**src/sv/cartridge_bank_mapper_with_irq_macros.svh**
```systemverilog
// Assertion helpers for the bank mapper.
`ifndef CARTRIDGE_BANK_MAPPER_WITH_IRQ_MACROS_SVH
`define CARTRIDGE_BANK_MAPPER_WITH_IRQ_MACROS_SVH

// Same-cycle implication, held off while reset is asserted.
`define CBM_ASSERT_NOW(label, clk, rst_n, ante, cons) \
    label: assert property (@(posedge clk) disable iff (!rst_n) (ante) |-> (cons)) \
        else $error("bank mapper check failed");

// Next-cycle implication, held off while reset is asserted.
`define CBM_ASSERT_NEXT(label, clk, rst_n, ante, cons) \
    label: assert property (@(posedge clk) disable iff (!rst_n) (ante) |=> (cons)) \
        else $error("bank mapper check failed");

`endif

```
**src/sv/cbm_pkg.sv**
```systemverilog
package cbm_pkg;

    // Command codes of an input beat
    typedef enum logic [1:0]
    {
        CMD_WRITE = 2'd0,
        CMD_READ  = 2'd1,
        CMD_PPU   = 2'd2,
        CMD_TICK  = 2'd3
    } cmd_code_t;

    // CPU register decode on address bits 15:11
    localparam logic [4:0] SEL_IRQ_LO    = 5'h0A;
    localparam logic [4:0] SEL_IRQ_HI    = 5'h0B;
    localparam logic [4:0] SEL_CHR_FIRST = 5'h10;
    localparam logic [4:0] SEL_CHR_LAST  = 5'h17;
    localparam logic [4:0] SEL_NT_FIRST  = 5'h18;
    localparam logic [4:0] SEL_NT_LAST   = 5'h1B;
    localparam logic [4:0] SEL_PRG_FIRST = 5'h1C;
    localparam logic [4:0] SEL_PRG_LAST  = 5'h1E;

    // Configuration register indexes
    localparam logic CFG_PRG_COUNT = 1'b0;
    localparam logic CFG_CHR_COUNT = 1'b1;

    localparam int CFG_DATA_W = 9;

    localparam logic [15:0] IRQ_STEP    = 16'd114;
    localparam logic [15:0] IRQ_LIMIT   = 16'h7FFF;
    localparam logic [15:0] IRQ_FLAG    = 16'h8000;
    localparam logic [7:0]  NT_CIRAM    = 8'hE0;
    localparam logic [7:0]  READ_IDLE   = 8'hFF;
    localparam logic [1:0]  PRG_FIXED   = 2'd3;

    typedef struct packed
    {
        logic latch;
        logic exec;
        logic div_step;
        logic load_out;
    } dp_cmd_t;

    typedef struct packed
    {
        logic need_div;
        logic div_last;
    } dp_status_t;

endpackage

```
**src/sv/cbm_if.sv**
```systemverilog
interface cbm_item_if;
    import cbm_pkg::*;

    logic        valid;
    logic        ready;
    logic [1:0]  cmd;
    logic [15:0] address;
    logic [7:0]  data;

    modport source (output valid, output cmd, output address, output data, input ready);
    modport sink   (input valid, input cmd, input address, input data, output ready);
endinterface

interface cbm_result_if;
    import cbm_pkg::*;

    logic        valid;
    logic        ready;
    logic [7:0]  read_data;
    logic        prg_hit;
    logic [18:0] prg_rom_address;
    logic        chr_hit;
    logic [17:0] chr_rom_address;
    logic        ciram_hit;
    logic [10:0] ciram_address;
    logic        irq_pulse;

    modport source
    (
        output valid, output read_data, output prg_hit, output prg_rom_address,
        output chr_hit, output chr_rom_address, output ciram_hit,
        output ciram_address, output irq_pulse, input ready
    );
    modport sink
    (
        input valid, input read_data, input prg_hit, input prg_rom_address,
        input chr_hit, input chr_rom_address, input ciram_hit,
        input ciram_address, input irq_pulse, output ready
    );
endinterface

interface cbm_cfg_if;
    import cbm_pkg::*;

    logic                  valid;
    logic                  ready;
    logic                  index;
    logic [CFG_DATA_W-1:0] data;

    modport source (output valid, output index, output data, input ready);
    modport sink   (input valid, input index, input data, output ready);
endinterface

```
**src/sv/cartridge_bank_mapper_with_irq.sv**
```systemverilog
// Channel   Direction  Payload                                         Beat taken when
// item      in         cmd, address, data                              item.valid & item.ready
// result    out        read_data, prg_hit, prg_rom_address, chr_hit,   result.valid & result.ready
//                      chr_rom_address, ciram_hit, ciram_address,
//                      irq_pulse
// cfg       in         index (0 prg_bank_count, 1 chr_page_count),     cfg.valid & cfg.ready
//                      data
//
// An item passes accept, execute and write-back; a nametable fetch whose select is below
// 0xE0 with a non-zero page count also iterates the two-bit-per-cycle remainder unit
// between execute and write-back. The next item is taken in the cycle after write-back.
// Reset restores all mapper registers at once; no clearing pass is needed.
// A finished result waits in the output register while the next item is taken; write-back
// stalls only while that register is still full and not being drained.
// cfg.ready is held high, so a configuration beat is never stalled.
module cartridge_bank_mapper_with_irq
(
    input  logic          clk,
    input  logic          rst_n,
    cbm_item_if.sink      item,
    cbm_result_if.source  result,
    cbm_cfg_if.sink       cfg
);
    import cbm_pkg::*;

    dp_cmd_t    dp_cmd;
    dp_status_t dp_status;

    // No back-pressure: the user must write configuration only while idle; not enforced.
    assign cfg.ready = 1'b1;

    // Sequence each item: latch, execute, iterate the remainder if needed, write back.
    cbm_ctrl u_ctrl
    (
        .clk          (clk),
        .rst_n        (rst_n),
        .item_valid   (item.valid),
        .item_ready   (item.ready),
        .result_valid (result.valid),
        .result_ready (result.ready),
        .status       (dp_status),
        .cmd          (dp_cmd)
    );

    // Hold the mapper registers, decode the beat and build the result.
    cbm_datapath u_datapath
    (
        .clk             (clk),
        .rst_n           (rst_n),
        .cmd             (dp_cmd),
        .status          (dp_status),
        .item_cmd        (item.cmd),
        .item_address    (item.address),
        .item_data       (item.data),
        .cfg_valid       (cfg.valid),
        .cfg_index       (cfg.index),
        .cfg_data        (cfg.data),
        .read_data       (result.read_data),
        .prg_hit         (result.prg_hit),
        .prg_rom_address (result.prg_rom_address),
        .chr_hit         (result.chr_hit),
        .chr_rom_address (result.chr_rom_address),
        .ciram_hit       (result.ciram_hit),
        .ciram_address   (result.ciram_address),
        .irq_pulse       (result.irq_pulse)
    );

`include "cartridge_bank_mapper_with_irq_macros.svh"

    // Once a beat is taken, take no further beat until that item is written back.
    `CBM_ASSERT_NEXT(a_busy_after_accept, clk, rst_n, item.valid && item.ready, !item.ready)
    // Never overwrite a result that the sink has not yet taken.
    `CBM_ASSERT_NOW(a_no_overwrite, clk, rst_n, dp_cmd.load_out, !result.valid || result.ready)
    // Write-back always presents a result on the following cycle.
    `CBM_ASSERT_NEXT(a_load_shows, clk, rst_n, dp_cmd.load_out, result.valid)

endmodule

```
**src/sv/cbm_ctrl.sv**
```systemverilog
module cbm_ctrl
(
    input  logic                clk,
    input  logic                rst_n,
    input  logic                item_valid,
    output logic                item_ready,
    output logic                result_valid,
    input  logic                result_ready,
    input  cbm_pkg::dp_status_t status,
    output cbm_pkg::dp_cmd_t    cmd
);
    import cbm_pkg::*;

    typedef enum logic [3:0]
    {
        ST_IDLE = 4'b0001,
        ST_EXEC = 4'b0010,
        ST_DIV  = 4'b0100,
        ST_WB   = 4'b1000
    } state_t;

    state_t state_reg;
    state_t state_next;
    logic   out_valid_reg;
    logic   out_valid_next;

    always_comb
    begin
        state_next = state_reg;
        cmd        = '0;
        unique case (state_reg)
            ST_IDLE:
            begin
                if (item_valid)
                begin
                    cmd.latch  = 1'b1;
                    state_next = ST_EXEC;
                end
            end
            ST_EXEC:
            begin
                cmd.exec   = 1'b1;
                state_next = status.need_div ? ST_DIV : ST_WB;
            end
            ST_DIV:
            begin
                cmd.div_step = 1'b1;
                if (status.div_last)
                begin
                    state_next = ST_WB;
                end
            end
            ST_WB:
            begin
                // wait for the output register to drain
                if (!out_valid_reg || result_ready)
                begin
                    cmd.load_out = 1'b1;
                    state_next   = ST_IDLE;
                end
            end
            default:
            begin
                state_next = ST_IDLE;
            end
        endcase
    end

    always_comb
    begin
        if (cmd.load_out)
        begin
            out_valid_next = 1'b1;
        end
        else if (result_ready)
        begin
            out_valid_next = 1'b0;
        end
        else
        begin
            out_valid_next = out_valid_reg;
        end
    end

    assign item_ready   = (state_reg == ST_IDLE);
    assign result_valid = out_valid_reg;

    always_ff @(posedge clk or negedge rst_n)
    begin
        if (!rst_n)
        begin
            state_reg     <= ST_IDLE;
            out_valid_reg <= 1'b0;
        end
        else
        begin
            state_reg     <= state_next;
            out_valid_reg <= out_valid_next;
        end
    end

endmodule

```
**src/sv/cbm_datapath.sv**
```systemverilog
module cbm_datapath
(
    input  logic                            clk,
    input  logic                            rst_n,
    input  cbm_pkg::dp_cmd_t                cmd,
    output cbm_pkg::dp_status_t             status,
    input  logic [1:0]                      item_cmd,
    input  logic [15:0]                     item_address,
    input  logic [7:0]                      item_data,
    input  logic                            cfg_valid,
    input  logic                            cfg_index,
    input  logic [cbm_pkg::CFG_DATA_W-1:0]  cfg_data,
    output logic [7:0]                      read_data,
    output logic                            prg_hit,
    output logic [18:0]                     prg_rom_address,
    output logic                            chr_hit,
    output logic [17:0]                     chr_rom_address,
    output logic                            ciram_hit,
    output logic [10:0]                     ciram_address,
    output logic                            irq_pulse
);
    import cbm_pkg::*;

    // item held for execution
    logic [1:0]  it_cmd_reg;
    logic [15:0] it_addr_reg;
    logic [7:0]  it_data_reg;

    // mapper state
    logic [15:0] irq_count_reg,  irq_count_next;
    logic        irq_enable_reg, irq_enable_next;
    logic [7:0]  pattern_bank_reg [8];
    logic [7:0]  pattern_bank_next [8];
    logic [7:0]  nt_sel_reg [4];
    logic [7:0]  nt_sel_next [4];
    logic [5:0]  prg_bank_reg [3];
    logic [5:0]  prg_bank_next [3];
    logic [6:0]  prg_count_reg, prg_count_next;
    logic [8:0]  chr_count_reg, chr_count_next;

    // remainder unit
    logic [7:0]  div_rem_reg, div_rem_next;
    logic [7:0]  div_num_reg, div_num_next;
    logic [1:0]  div_cnt_reg, div_cnt_next;

    // result of the item in flight
    logic [7:0]  res_read_reg,  res_read_next;
    logic        res_prg_hit_reg, res_prg_hit_next;
    logic [18:0] res_prg_addr_reg, res_prg_addr_next;
    logic        res_chr_hit_reg, res_chr_hit_next;
    logic [17:0] res_chr_addr_reg, res_chr_addr_next;
    logic        res_ciram_hit_reg, res_ciram_hit_next;
    logic [10:0] res_ciram_addr_reg, res_ciram_addr_next;
    logic        res_irq_reg, res_irq_next;

    // output register
    logic [7:0]  out_read_reg;
    logic        out_prg_hit_reg;
    logic [18:0] out_prg_addr_reg;
    logic        out_chr_hit_reg;
    logic [17:0] out_chr_addr_reg;
    logic        out_ciram_hit_reg;
    logic [10:0] out_ciram_addr_reg;
    logic        out_irq_reg;

    logic [4:0]  sel;
    logic [13:0] ppu_addr;
    logic [9:0]  offset;
    logic [7:0]  nt_value;
    logic [7:0]  pat_value;
    logic [1:0]  slot;
    logic [5:0]  prg_bank;
    logic [15:0] tick_sum;
    logic [8:0]  div_t1, div_t2;
    logic [7:0]  div_r1, div_r2;

    assign sel       = it_addr_reg[15:11];
    assign ppu_addr  = it_addr_reg[13:0];
    assign offset    = ppu_addr[9:0];
    assign nt_value  = nt_sel_reg[ppu_addr[11:10]];
    assign pat_value = pattern_bank_reg[ppu_addr[12:10]];
    assign slot      = it_addr_reg[14:13];
    assign prg_bank  = (slot == PRG_FIXED) ? (prg_count_reg[5:0] - 6'd1) : prg_bank_reg[slot];
    assign tick_sum  = irq_count_reg + IRQ_STEP;

    // two restoring remainder steps per cycle
    assign div_t1 = {div_rem_reg, div_num_reg[7]};
    assign div_r1 = (div_t1 >= chr_count_reg) ? 8'(div_t1 - chr_count_reg) : div_t1[7:0];
    assign div_t2 = {div_r1, div_num_reg[6]};
    assign div_r2 = (div_t2 >= chr_count_reg) ? 8'(div_t2 - chr_count_reg) : div_t2[7:0];

    assign status.need_div = (it_cmd_reg == CMD_PPU) && ppu_addr[13]
                             && (nt_value < NT_CIRAM) && (chr_count_reg != 9'd0);
    assign status.div_last = (div_cnt_reg == 2'd3);

    always_comb
    begin
        irq_count_next      = irq_count_reg;
        irq_enable_next     = irq_enable_reg;
        pattern_bank_next   = pattern_bank_reg;
        nt_sel_next         = nt_sel_reg;
        prg_bank_next       = prg_bank_reg;
        prg_count_next      = prg_count_reg;
        chr_count_next      = chr_count_reg;
        div_rem_next        = div_rem_reg;
        div_num_next        = div_num_reg;
        div_cnt_next        = div_cnt_reg;
        res_read_next       = res_read_reg;
        res_prg_hit_next    = res_prg_hit_reg;
        res_prg_addr_next   = res_prg_addr_reg;
        res_chr_hit_next    = res_chr_hit_reg;
        res_chr_addr_next   = res_chr_addr_reg;
        res_ciram_hit_next  = res_ciram_hit_reg;
        res_ciram_addr_next = res_ciram_addr_reg;
        res_irq_next        = res_irq_reg;

        if (cfg_valid)
        begin
            unique case (cfg_index)
                CFG_PRG_COUNT: prg_count_next = cfg_data[6:0];
                CFG_CHR_COUNT: chr_count_next = cfg_data;
                default: ;
            endcase
        end

        if (cmd.exec)
        begin
            res_read_next       = READ_IDLE;
            res_prg_hit_next    = 1'b0;
            res_prg_addr_next   = '0;
            res_chr_hit_next    = 1'b0;
            res_chr_addr_next   = '0;
            res_ciram_hit_next  = 1'b0;
            res_ciram_addr_next = '0;
            res_irq_next        = 1'b0;

            unique case (it_cmd_reg)
                CMD_WRITE:
                begin
                    unique case (sel) inside
                        SEL_IRQ_LO:
                        begin
                            irq_count_next = {1'b0, irq_count_reg[14:8], it_data_reg};
                        end
                        SEL_IRQ_HI:
                        begin
                            irq_count_next  = {1'b0, it_data_reg[6:0], irq_count_reg[7:0]};
                            irq_enable_next = it_data_reg[7];
                        end
                        [SEL_CHR_FIRST:SEL_CHR_LAST]:
                        begin
                            pattern_bank_next[sel[2:0]] = it_data_reg;
                        end
                        [SEL_NT_FIRST:SEL_NT_LAST]:
                        begin
                            nt_sel_next[sel[1:0]] = it_data_reg;
                        end
                        [SEL_PRG_FIRST:SEL_PRG_LAST]:
                        begin
                            prg_bank_next[sel[1:0]] = it_data_reg[5:0];
                        end
                        default: ;
                    endcase
                end
                CMD_READ:
                begin
                    if (sel == SEL_IRQ_LO)
                    begin
                        res_read_next = irq_count_reg[7:0];
                    end
                    else if (sel == SEL_IRQ_HI)
                    begin
                        // top bit shows the enable or the raised flag
                        res_read_next = {irq_enable_reg | irq_count_reg[15], irq_count_reg[14:8]};
                    end
                    else if (it_addr_reg[15])
                    begin
                        res_prg_hit_next  = 1'b1;
                        res_prg_addr_next = {prg_bank, it_addr_reg[12:0]};
                    end
                end
                CMD_PPU:
                begin
                    if (!ppu_addr[13])
                    begin
                        res_chr_hit_next  = 1'b1;
                        res_chr_addr_next = {pat_value, offset};
                    end
                    else if (nt_value < NT_CIRAM)
                    begin
                        // page refined by the remainder unit when a count is set
                        res_chr_hit_next  = 1'b1;
                        res_chr_addr_next = {nt_value, offset};
                        div_rem_next      = '0;
                        div_num_next      = nt_value;
                        div_cnt_next      = '0;
                    end
                    else
                    begin
                        res_ciram_hit_next  = 1'b1;
                        res_ciram_addr_next = {nt_value[0], offset};
                    end
                end
                CMD_TICK:
                begin
                    if (irq_enable_reg)
                    begin
                        if (tick_sum >= IRQ_LIMIT)
                        begin
                            irq_count_next = tick_sum | IRQ_FLAG;
                            res_irq_next   = 1'b1;
                        end
                        else
                        begin
                            irq_count_next = tick_sum;
                        end
                    end
                end
                default: ;
            endcase
        end

        if (cmd.div_step)
        begin
            div_rem_next      = div_r2;
            div_num_next      = {div_num_reg[5:0], 2'b00};
            div_cnt_next      = div_cnt_reg + 2'd1;
            res_chr_addr_next = {div_r2, res_chr_addr_reg[9:0]};
        end
    end

    always_ff @(posedge clk or negedge rst_n)
    begin
        if (!rst_n)
        begin
            irq_count_reg  <= '0;
            irq_enable_reg <= 1'b0;
            for (int i = 0; i < 8; i++)
            begin
                pattern_bank_reg[i] <= 8'(i);
            end
            for (int i = 0; i < 4; i++)
            begin
                nt_sel_reg[i] <= NT_CIRAM;
            end
            for (int i = 0; i < 3; i++)
            begin
                prg_bank_reg[i] <= 6'(i);
            end
            prg_count_reg <= 7'd64;
            chr_count_reg <= 9'd256;
        end
        else
        begin
            irq_count_reg    <= irq_count_next;
            irq_enable_reg   <= irq_enable_next;
            pattern_bank_reg <= pattern_bank_next;
            nt_sel_reg       <= nt_sel_next;
            prg_bank_reg     <= prg_bank_next;
            prg_count_reg    <= prg_count_next;
            chr_count_reg    <= chr_count_next;
        end
    end

    always_ff @(posedge clk)
    begin
        if (cmd.latch)
        begin
            it_cmd_reg  <= item_cmd;
            it_addr_reg <= item_address;
            it_data_reg <= item_data;
        end
        div_rem_reg        <= div_rem_next;
        div_num_reg        <= div_num_next;
        div_cnt_reg        <= div_cnt_next;
        res_read_reg       <= res_read_next;
        res_prg_hit_reg    <= res_prg_hit_next;
        res_prg_addr_reg   <= res_prg_addr_next;
        res_chr_hit_reg    <= res_chr_hit_next;
        res_chr_addr_reg   <= res_chr_addr_next;
        res_ciram_hit_reg  <= res_ciram_hit_next;
        res_ciram_addr_reg <= res_ciram_addr_next;
        res_irq_reg        <= res_irq_next;
        if (cmd.load_out)
        begin
            out_read_reg       <= res_read_reg;
            out_prg_hit_reg    <= res_prg_hit_reg;
            out_prg_addr_reg   <= res_prg_addr_reg;
            out_chr_hit_reg    <= res_chr_hit_reg;
            out_chr_addr_reg   <= res_chr_addr_reg;
            out_ciram_hit_reg  <= res_ciram_hit_reg;
            out_ciram_addr_reg <= res_ciram_addr_reg;
            out_irq_reg        <= res_irq_reg;
        end
    end

    assign read_data       = out_read_reg;
    assign prg_hit         = out_prg_hit_reg;
    assign prg_rom_address = out_prg_addr_reg;
    assign chr_hit         = out_chr_hit_reg;
    assign chr_rom_address = out_chr_addr_reg;
    assign ciram_hit       = out_ciram_hit_reg;
    assign ciram_address   = out_ciram_addr_reg;
    assign irq_pulse       = out_irq_reg;

endmodule

```
**src/flat_wrapper.sv**
```systemverilog
// flat-port wrapper written by rule: the top's interface ports become plain ports
module cartridge_bank_mapper_with_irq_flat import cbm_pkg::*;
  (clk, rst_n, item_valid, item_cmd, item_address, item_data, item_ready, result_valid, result_read_data, result_prg_hit, result_prg_rom_address, result_chr_hit, result_chr_rom_address, result_ciram_hit, result_ciram_address, result_irq_pulse, result_ready, cfg_valid, cfg_index, cfg_data, cfg_ready);
  cbm_item_if item_i ();
  cbm_result_if result_i ();
  cbm_cfg_if cfg_i ();
  input  logic clk;
  input  logic rst_n;
  input wire logic [$bits(item_i.valid)-1:0] item_valid;
  input wire logic [$bits(item_i.cmd)-1:0] item_cmd;
  input wire logic [$bits(item_i.address)-1:0] item_address;
  input wire logic [$bits(item_i.data)-1:0] item_data;
  output wire logic [$bits(item_i.ready)-1:0] item_ready;
  output wire logic [$bits(result_i.valid)-1:0] result_valid;
  output wire logic [$bits(result_i.read_data)-1:0] result_read_data;
  output wire logic [$bits(result_i.prg_hit)-1:0] result_prg_hit;
  output wire logic [$bits(result_i.prg_rom_address)-1:0] result_prg_rom_address;
  output wire logic [$bits(result_i.chr_hit)-1:0] result_chr_hit;
  output wire logic [$bits(result_i.chr_rom_address)-1:0] result_chr_rom_address;
  output wire logic [$bits(result_i.ciram_hit)-1:0] result_ciram_hit;
  output wire logic [$bits(result_i.ciram_address)-1:0] result_ciram_address;
  output wire logic [$bits(result_i.irq_pulse)-1:0] result_irq_pulse;
  input wire logic [$bits(result_i.ready)-1:0] result_ready;
  input wire logic [$bits(cfg_i.valid)-1:0] cfg_valid;
  input wire logic [$bits(cfg_i.index)-1:0] cfg_index;
  input wire logic [$bits(cfg_i.data)-1:0] cfg_data;
  output wire logic [$bits(cfg_i.ready)-1:0] cfg_ready;
  assign item_i.valid = item_valid;
  assign item_i.cmd = item_cmd;
  assign item_i.address = item_address;
  assign item_i.data = item_data;
  assign item_ready = item_i.ready;
  assign result_valid = result_i.valid;
  assign result_read_data = result_i.read_data;
  assign result_prg_hit = result_i.prg_hit;
  assign result_prg_rom_address = result_i.prg_rom_address;
  assign result_chr_hit = result_i.chr_hit;
  assign result_chr_rom_address = result_i.chr_rom_address;
  assign result_ciram_hit = result_i.ciram_hit;
  assign result_ciram_address = result_i.ciram_address;
  assign result_irq_pulse = result_i.irq_pulse;
  assign result_i.ready = result_ready;
  assign cfg_i.valid = cfg_valid;
  assign cfg_i.index = cfg_index;
  assign cfg_i.data = cfg_data;
  assign cfg_ready = cfg_i.ready;
  cartridge_bank_mapper_with_irq u_core (.clk(clk), .rst_n(rst_n), .item(item_i), .result(result_i), .cfg(cfg_i));
endmodule
```
**config.mk**
```make
export PLATFORM = sky130hd
export DESIGN_NAME = cartridge_bank_mapper_with_irq_flat
export DESIGN_NICKNAME = d
export VERILOG_FILES = /design/src/sv/cbm_pkg.sv /design/src/sv/cbm_if.sv /design/src/sv/cartridge_bank_mapper_with_irq.sv /design/src/sv/cbm_ctrl.sv /design/src/sv/cbm_datapath.sv /design/src/flat_wrapper.sv
export VERILOG_INCLUDE_DIRS = /design/src /design/src/sv
export SDC_FILE = /design/constraint.sdc
export NUM_CORES = 1
export LEC_CHECK = 0
export ABC_AREA = 1
export ABC_CLOCK_PERIOD_IN_PS = 3700
export BUFFER_PORTS_ARGS = -buffer_cell sky130_fd_sc_hd__buf_2
export CAP_MARGIN = 20
export CORE_ASPECT_RATIO = 0.9
export CORE_MARGIN = 5
export CORE_UTILIZATION = 40
export DETAILED_ROUTE_END_ITERATION = 16
export GPL_TIMING_DRIVEN = 0
export PLACE_DENSITY = 0.6
export SYNTH_ARGS = -nofsm -noshare
export SYNTH_HDL_FRONTEND = slang
export SYNTH_SLANG_ARGS = --single-unit
```
**constraint.sdc**
```tcl
create_clock -name clk -period 3.7 [get_ports clk]
set_input_delay 0.37 -clock clk [delete_from_list [all_inputs] [get_ports clk]]
set_output_delay 0.37 -clock clk [all_outputs]
set_load 0.05 [all_outputs]
```
# Word-level counts from Yosys, hierarchy flattened
# Index checks and enable logic that the tools add are counted.
dict set report op_classes {
  add_sub_neg 5
  n_mul 0
  div 0
  n_lt_le_gt_ge 17
  eq_ne 20
  n_shift 0
  muxes 65
  n_bitwise 12
  reduce_logical 36
}
# op n
set ops {}
lappend ops {{2-to-1 mux 8 bit} 20}
lappend ops {{2-to-1 mux 18 bit} 5}
lappend ops {{bitwise mux 64 bit} 1}
lappend ops {{case mux 16 bit (2 select lines)} 2}
lappend ops {{bitwise mux 32 bit} 1}
lappend ops {{2-to-1 mux 16 bit} 2}
lappend ops {{binary-select mux 8 bit (select 3 bit)} 1}
lappend ops {{demux 8 bit (select 3 bit)} 1}
lappend ops {{2-to-1 mux 6 bit} 4}
lappend ops {{bitwise mux 18 bit} 1}
lappend ops {{>= comparator 9 bit} 2}
lappend ops {{adder 16 x 7 -> 16 bit (second input constant)} 1}
lappend ops {{binary-select mux 8 bit (select 2 bit)} 1}
lappend ops {{demux 8 bit (select 2 bit)} 1}
lappend ops {{>= comparator 16 x 15 -> 1 bit (second input constant)} 1}
lappend ops {{2-to-1 mux 4 bit} 4}
lappend ops {{case mux 4 bit (4 select lines)} 1}
lappend ops {{subtractor 8 bit} 2}
lappend ops {{>= comparator 5 bit (second input constant)} 3}
lappend ops {{<= comparator 5 bit (second input constant)} 3}
lappend ops {{AND reduction 3 bit} 5}
lappend ops {{inequality test 2 bit (second input constant)} 7}
lappend ops {{2-to-1 mux 1 bit} 13}
lappend ops {{binary-select mux 6 bit (select 2 bit)} 1}
lappend ops {{other kinds (33)} 72}
dict set report word_totals {
  ff_bits 315
  latch_bits 0
  ramBits 0
  mem_bits_ro 0
  in_bits 41
  output_inout_bits 63
  elab_cells 202
  mem_count 0
}

# Depth between registers and ports, before layout
dict set report depth {
  word_depth 10
  mapped_depth 20
  ltp_nobuf 20
}

# By module
# A second synthesis with hierarchy kept.
dict set report hier_totals {
  cells_unflattened 1412
  area_unflattened_um2 13937.1
}
# mod n_inst cells_per_inst area_per_inst_um2 seq_area_each_um2
set modules_own_cells {}
lappend modules_own_cells {cbm_datapath 1 1365 13616.8 8592.0}
lappend modules_own_cells {cbm_ctrl 1 45 309.0 126.4}
lappend modules_own_cells {cartridge_bank_mapper_with_irq 1 2 11.3 0.0}

# Worst setup path after synthesis
# OpenSTA, ideal clock, no wires.
dict set report synth_timing {
  path_type {flip-flop to flip-flop}
  from {register u_core.u_ctrl.state_reg[1]}
  to {register u_core.u_datapath.out_chr_hit_reg (netlist: u_core.u_datapath.chr_hit) (enable)}
  setup_ns 0.478
  arrival_time_ns 3.302
  required_time_ns 3.222
  setup_slack_ns -0.080
  path_stages_with_launch 6
  n_path_buf 0
  synth_period_minus_slack_ns 3.780
  path_cell_list {dfrtp_1 nor2_1 inv_1 nor3_1 inv_1 nor2_1}
}
# element line_no
set synth_rtl {}
lappend synth_rtl {{start: declaration} cbm_ctrl.sv:22} ;# state_t state_reg;
lappend synth_rtl {{start signal: assignment} cbm_ctrl.sv:97} ;# state_reg <= state_next;
lappend synth_rtl {{end signal: assignment} cbm_datapath.sv:289} ;# out_chr_hit_reg <= res_chr_hit_reg;
lappend synth_rtl {{end: declaration} cbm_datapath.sv:60} ;# logic out_chr_hit_reg;

# Worst setup path in the final report
dict set report layout_timing {
  from {register u_core.u_datapath.chr_count_reg[8]}
  to {register u_core.u_datapath.res_chr_addr_reg[14] (data pin)}
}
dict set report layout_via {
  elab_chain_cells 5
  elab_cells_between_ends 6
  classes_between {add/sub: 1; order compare: 2; mux: 3}
}
# element line_no
set layout_lines {}
lappend layout_lines {{start: declaration} cbm_datapath.sv:39} ;# logic [8:0] chr_count_reg, chr_count_next;
lappend layout_lines {{start signal: assignment} cbm_datapath.sv:261} ;# chr_count_reg <= chr_count_next;
lappend layout_lines {{>= comparator 9 bit} cbm_datapath.sv:88} ;# assign div_r1 = (div_t1 >= chr_count_reg) ? 8'(div_t1 - chr_count_reg) : div_t1[7:0];
lappend layout_lines {{2-to-1 mux 8 bit} cbm_datapath.sv:88}
lappend layout_lines {{subtractor 8 bit or >= comparator 9 bit (tied branches)} cbm_datapath.sv:90} ;# assign div_r2 = (div_t2 >= chr_count_reg) ? 8'(div_t2 - chr_count_reg) : div_t2[7:0];
lappend layout_lines {{2-to-1 mux 8 bit (*)} cbm_datapath.sv:90}
lappend layout_lines {{2-to-1 mux 18 bit (*)} cbm_datapath.sv:223} ;# if (cmd.div_step)
lappend layout_lines {{named net u_core.u_datapath.res_chr_addr_next[14]} cbm_datapath.sv:51} ;# logic [17:0] res_chr_addr_reg, res_chr_addr_next;
lappend layout_lines {{end signal: assignment} cbm_datapath.sv:280} ;# res_chr_addr_reg <= res_chr_addr_next;
lappend layout_lines {{end: declaration} cbm_datapath.sv:51}
# The timed path passes the listed nets; every way through them passes the cells marked *.
# A chain may end at the register's enable or synchronous reset.

==> impl_metrics.yaml <==
clock_network:
  cts_sinks: 315
  cts-buffers-inserted: 35
  clock_latency_ns: 0.54
  cts_tree: "yes"
  clkTransAtPathRegs_ns: 0.06
  ctsHtreeMaxLevel: 2
  cts_root_buf: "clkbuf_16"
  cts_max_path_buffers: 3
synth:
  ys_seq_elements: 315
  synth-compound-area-share: 0.113
  ys_top_cells_by_count: "nand2_1, edfxtp_1, dfrtp_1"
  ys_seq_area_frac: 0.618
  yosys.cell_types.count: 51
  yosysMostFrequentCell: "nand2_1"
  ys_top_cells_by_area: "edfxtp_1, dfrtp_1, nand2_1"
  synth_mux_area_frac: 0
  synthAdderAreaFrac: 0.0250
  synth_flop_cell: "edfxtp_1"
  yosys.area_share.xor_xnor: 0.00994
  synth_top_cell_by_area: "edfxtp_1"
  syn-instance-count: 1385
  yosysWarnings: 0
  async_flop_share: 0.479
  yosys.area_share.simple: 0.176
  syn_avg_cell_area_um2: 10.2
  synth_edf_count: 162
  synth_top_area_share: 0.345
  syn_area_um2: 14100
  synth_fp_nets: 1453
  synth_top_family_by_area: "simple AND/OR/NAND/NOR gates"
setup_path:
  worstPathArrival_ns: 3.72
  endpoint_kind: "register"
  worstSetupPathType: "reg -> reg"
  worstPathRequired_ns: 3.98
  path_max_fanout: 10
  start_kind: "register"
layout:
  drive_gt1_frac: 0.184
  largest_reg_flops: 64
  syn2layout_area_growth_pct: 18.3
  final_nets: 1609
  final_cells: 2037
  num_antenna_cells: 0
place:
  place.gp.congestion: 0.906
  hpwl_um: 26500
  pre_cts_ws_ns: -0.211
  dp_cells: 1960
  portBuffers: 102
timing:
  setup_tns_ns: 0
  slew_violations: 0
  fin_skew_ns: 0.0287
  max_freq_mhz: 290
  setup_violations: 0
  hold_viol: 0
  relSlewSlack: 0.413
  fin_hold_ws_ns: 0.0239
  layout_min_cycle_time_ns: 3.45
  worstMarginPinSlew_ns: 0.880
  setup_ws_ns: 0.253
  fin_crit_sh: 0.932
run_status:
  status: "finished clean"
detailed_routing:
  drc: 0
  vias_per_cell: 5.09
  drt-total-wl_um: 36700
  drtAntennaViolNets: 0
  drt_iter0_markers: 715
  num_vias: 10400
  wl_per_cell_um: 18.0
  dr.pass1.iters: 8
floorplanning:
  core-area_um2: 35000
  io_pins: 104
  dieArea_um2: 39100
  start_util: 0.403
  die_w_um: 208
  die_h_um: 188
  num_rows: 65
power_and_ir_drop:
  ir_worst_vdd_mv: 0.361
  power.total_mw: 10.8
  powerDensity_nw_per_um2: 645
  p_leak_nw: 7.00
global_routing:
  grt_pass1_vias: 10200
  grt_pass1_wl_um: 58400
  grt_max_degree: 95
  antenna_found_initial: 0
  track_usage: 0.187
  gr-total-overflow: 0
job:
  maxCapViolCount: 0
hold_path:
  hp-class: "in -> reg"
[power breakdown]
part           internal (mW)  total, mW  switching (mW)
Combinational          0.827       2.70            1.87
Sequential              4.29       4.60           0.308
Clock                   2.03       3.47            1.43
[worst max-delay path, stage by stage (launching register included)]
cell and delay (ns):
dfstp_2 0.51, inv_1 0.09, ha_1 0.33, nand2_1 0.09, nor2_2 0.17, nand2_1 0.12, nand4_4 0.17, clkinv_4 0.11
nand2_1 0.09, nand2_1 0.06, ha_1 0.31, a21o_1 0.22, a21oi_2 0.13, nand3_1 0.10, nor2_2 0.19, buf_6 0.17
nand3_1 0.12, nand3b_1 0.15, nand2_1 0.06
[metal layers]
layer  up-vias  routed length, um  track usage
li1       5022                  -            -
met1      4987              17100        0.275
met2       297              16200        0.280
met3        64               2580       0.0428
met4         0                908       0.0508
met5         -                  0            0
[final cells by class]
cell class / instances / area, um^2
sequential: 315 / 8720
inverter: 124 / 472
timing repair buffer: 119 / 729
clock inverter: 15 / 190
clock buffer: 49 / 948
buffer: 58 / 338
fill: 3268 / 18300
tap: 469 / 587
multi-input combinational: 888 / 4700
[stage by stage]
stage,utilization,cell area (um^2)
global placement,0.435,15200
global route,0.477,16700
finish,0.477,16700
CTS,0.473,16500
floorplan,-,14100
detailed placement,0.438,15300
[logic make-up after synthesis]
kind of cell,count (synthesis)
other,1
xor gates and xnor gates,16
adders and majority gates,27
and+or+nand+nor,566
DFF,315
AOI/OAI and AO/OA,278
buffers and inverters,182
[timing repair]
item,CTS,global route
buffers inserted,0,5
gates resized for setup,4,23
pin swaps,0,2
endpoints found under the setup margin,16,16
hold endpoints to repair,54,0
hold buffers,8,0
[path summary, 6_finish.rpt]
kind / from / to / slack [ns] / cells past startpoint
min: item_data[4] / u_core.u_datapath.it_data_reg[4]$_DFFE_PP_ / 0.02 / 1
max in group asynchronous: rst_n / u_core.u_datapath.chr_count_reg[0]$_DFFE_PN0P_ / 2.40 / 3
min in group asynchronous: rst_n / u_core.u_datapath.pattern_bank_reg[51]$_DFFE_PN0P_ / 0.38 / 2
max: u_core.u_datapath.chr_count_reg[8]$_DFFE_PN1P_ / u_core.u_datapath.res_chr_addr_reg[14]$_DFFE_PP_ / 0.25 / 18
max reg2reg: u_core.u_datapath.chr_count_reg[8]$_DFFE_PN1P_ / u_core.u_datapath.res_chr_addr_reg[14]$_DFFE_PP_ / 0.25 / 18
min reg2reg: u_core.u_datapath.res_chr_addr_reg[16]$_DFFE_PP_ / u_core.u_datapath.chr_rom_address[16]$_DFFE_PP_ / 0.42 / 0
[layout by cell type (no fill, tap or decap), types with 15 or more instances in the layout]
master	count
nand2_1	337
dfrtp_1	122
ha_1	19
o21ai_1	60
nor2_1	110
clkbuf_16	35
edfxtp_1	162
clkbuf_1	37
o22ai_1	19
dfstp_2	28
a21oi_1	33
inv_1	114
o21ai_0	106
a31oi_1	15
buf_2	119
nand3_1	66
(Power assumes the default switching activity.)
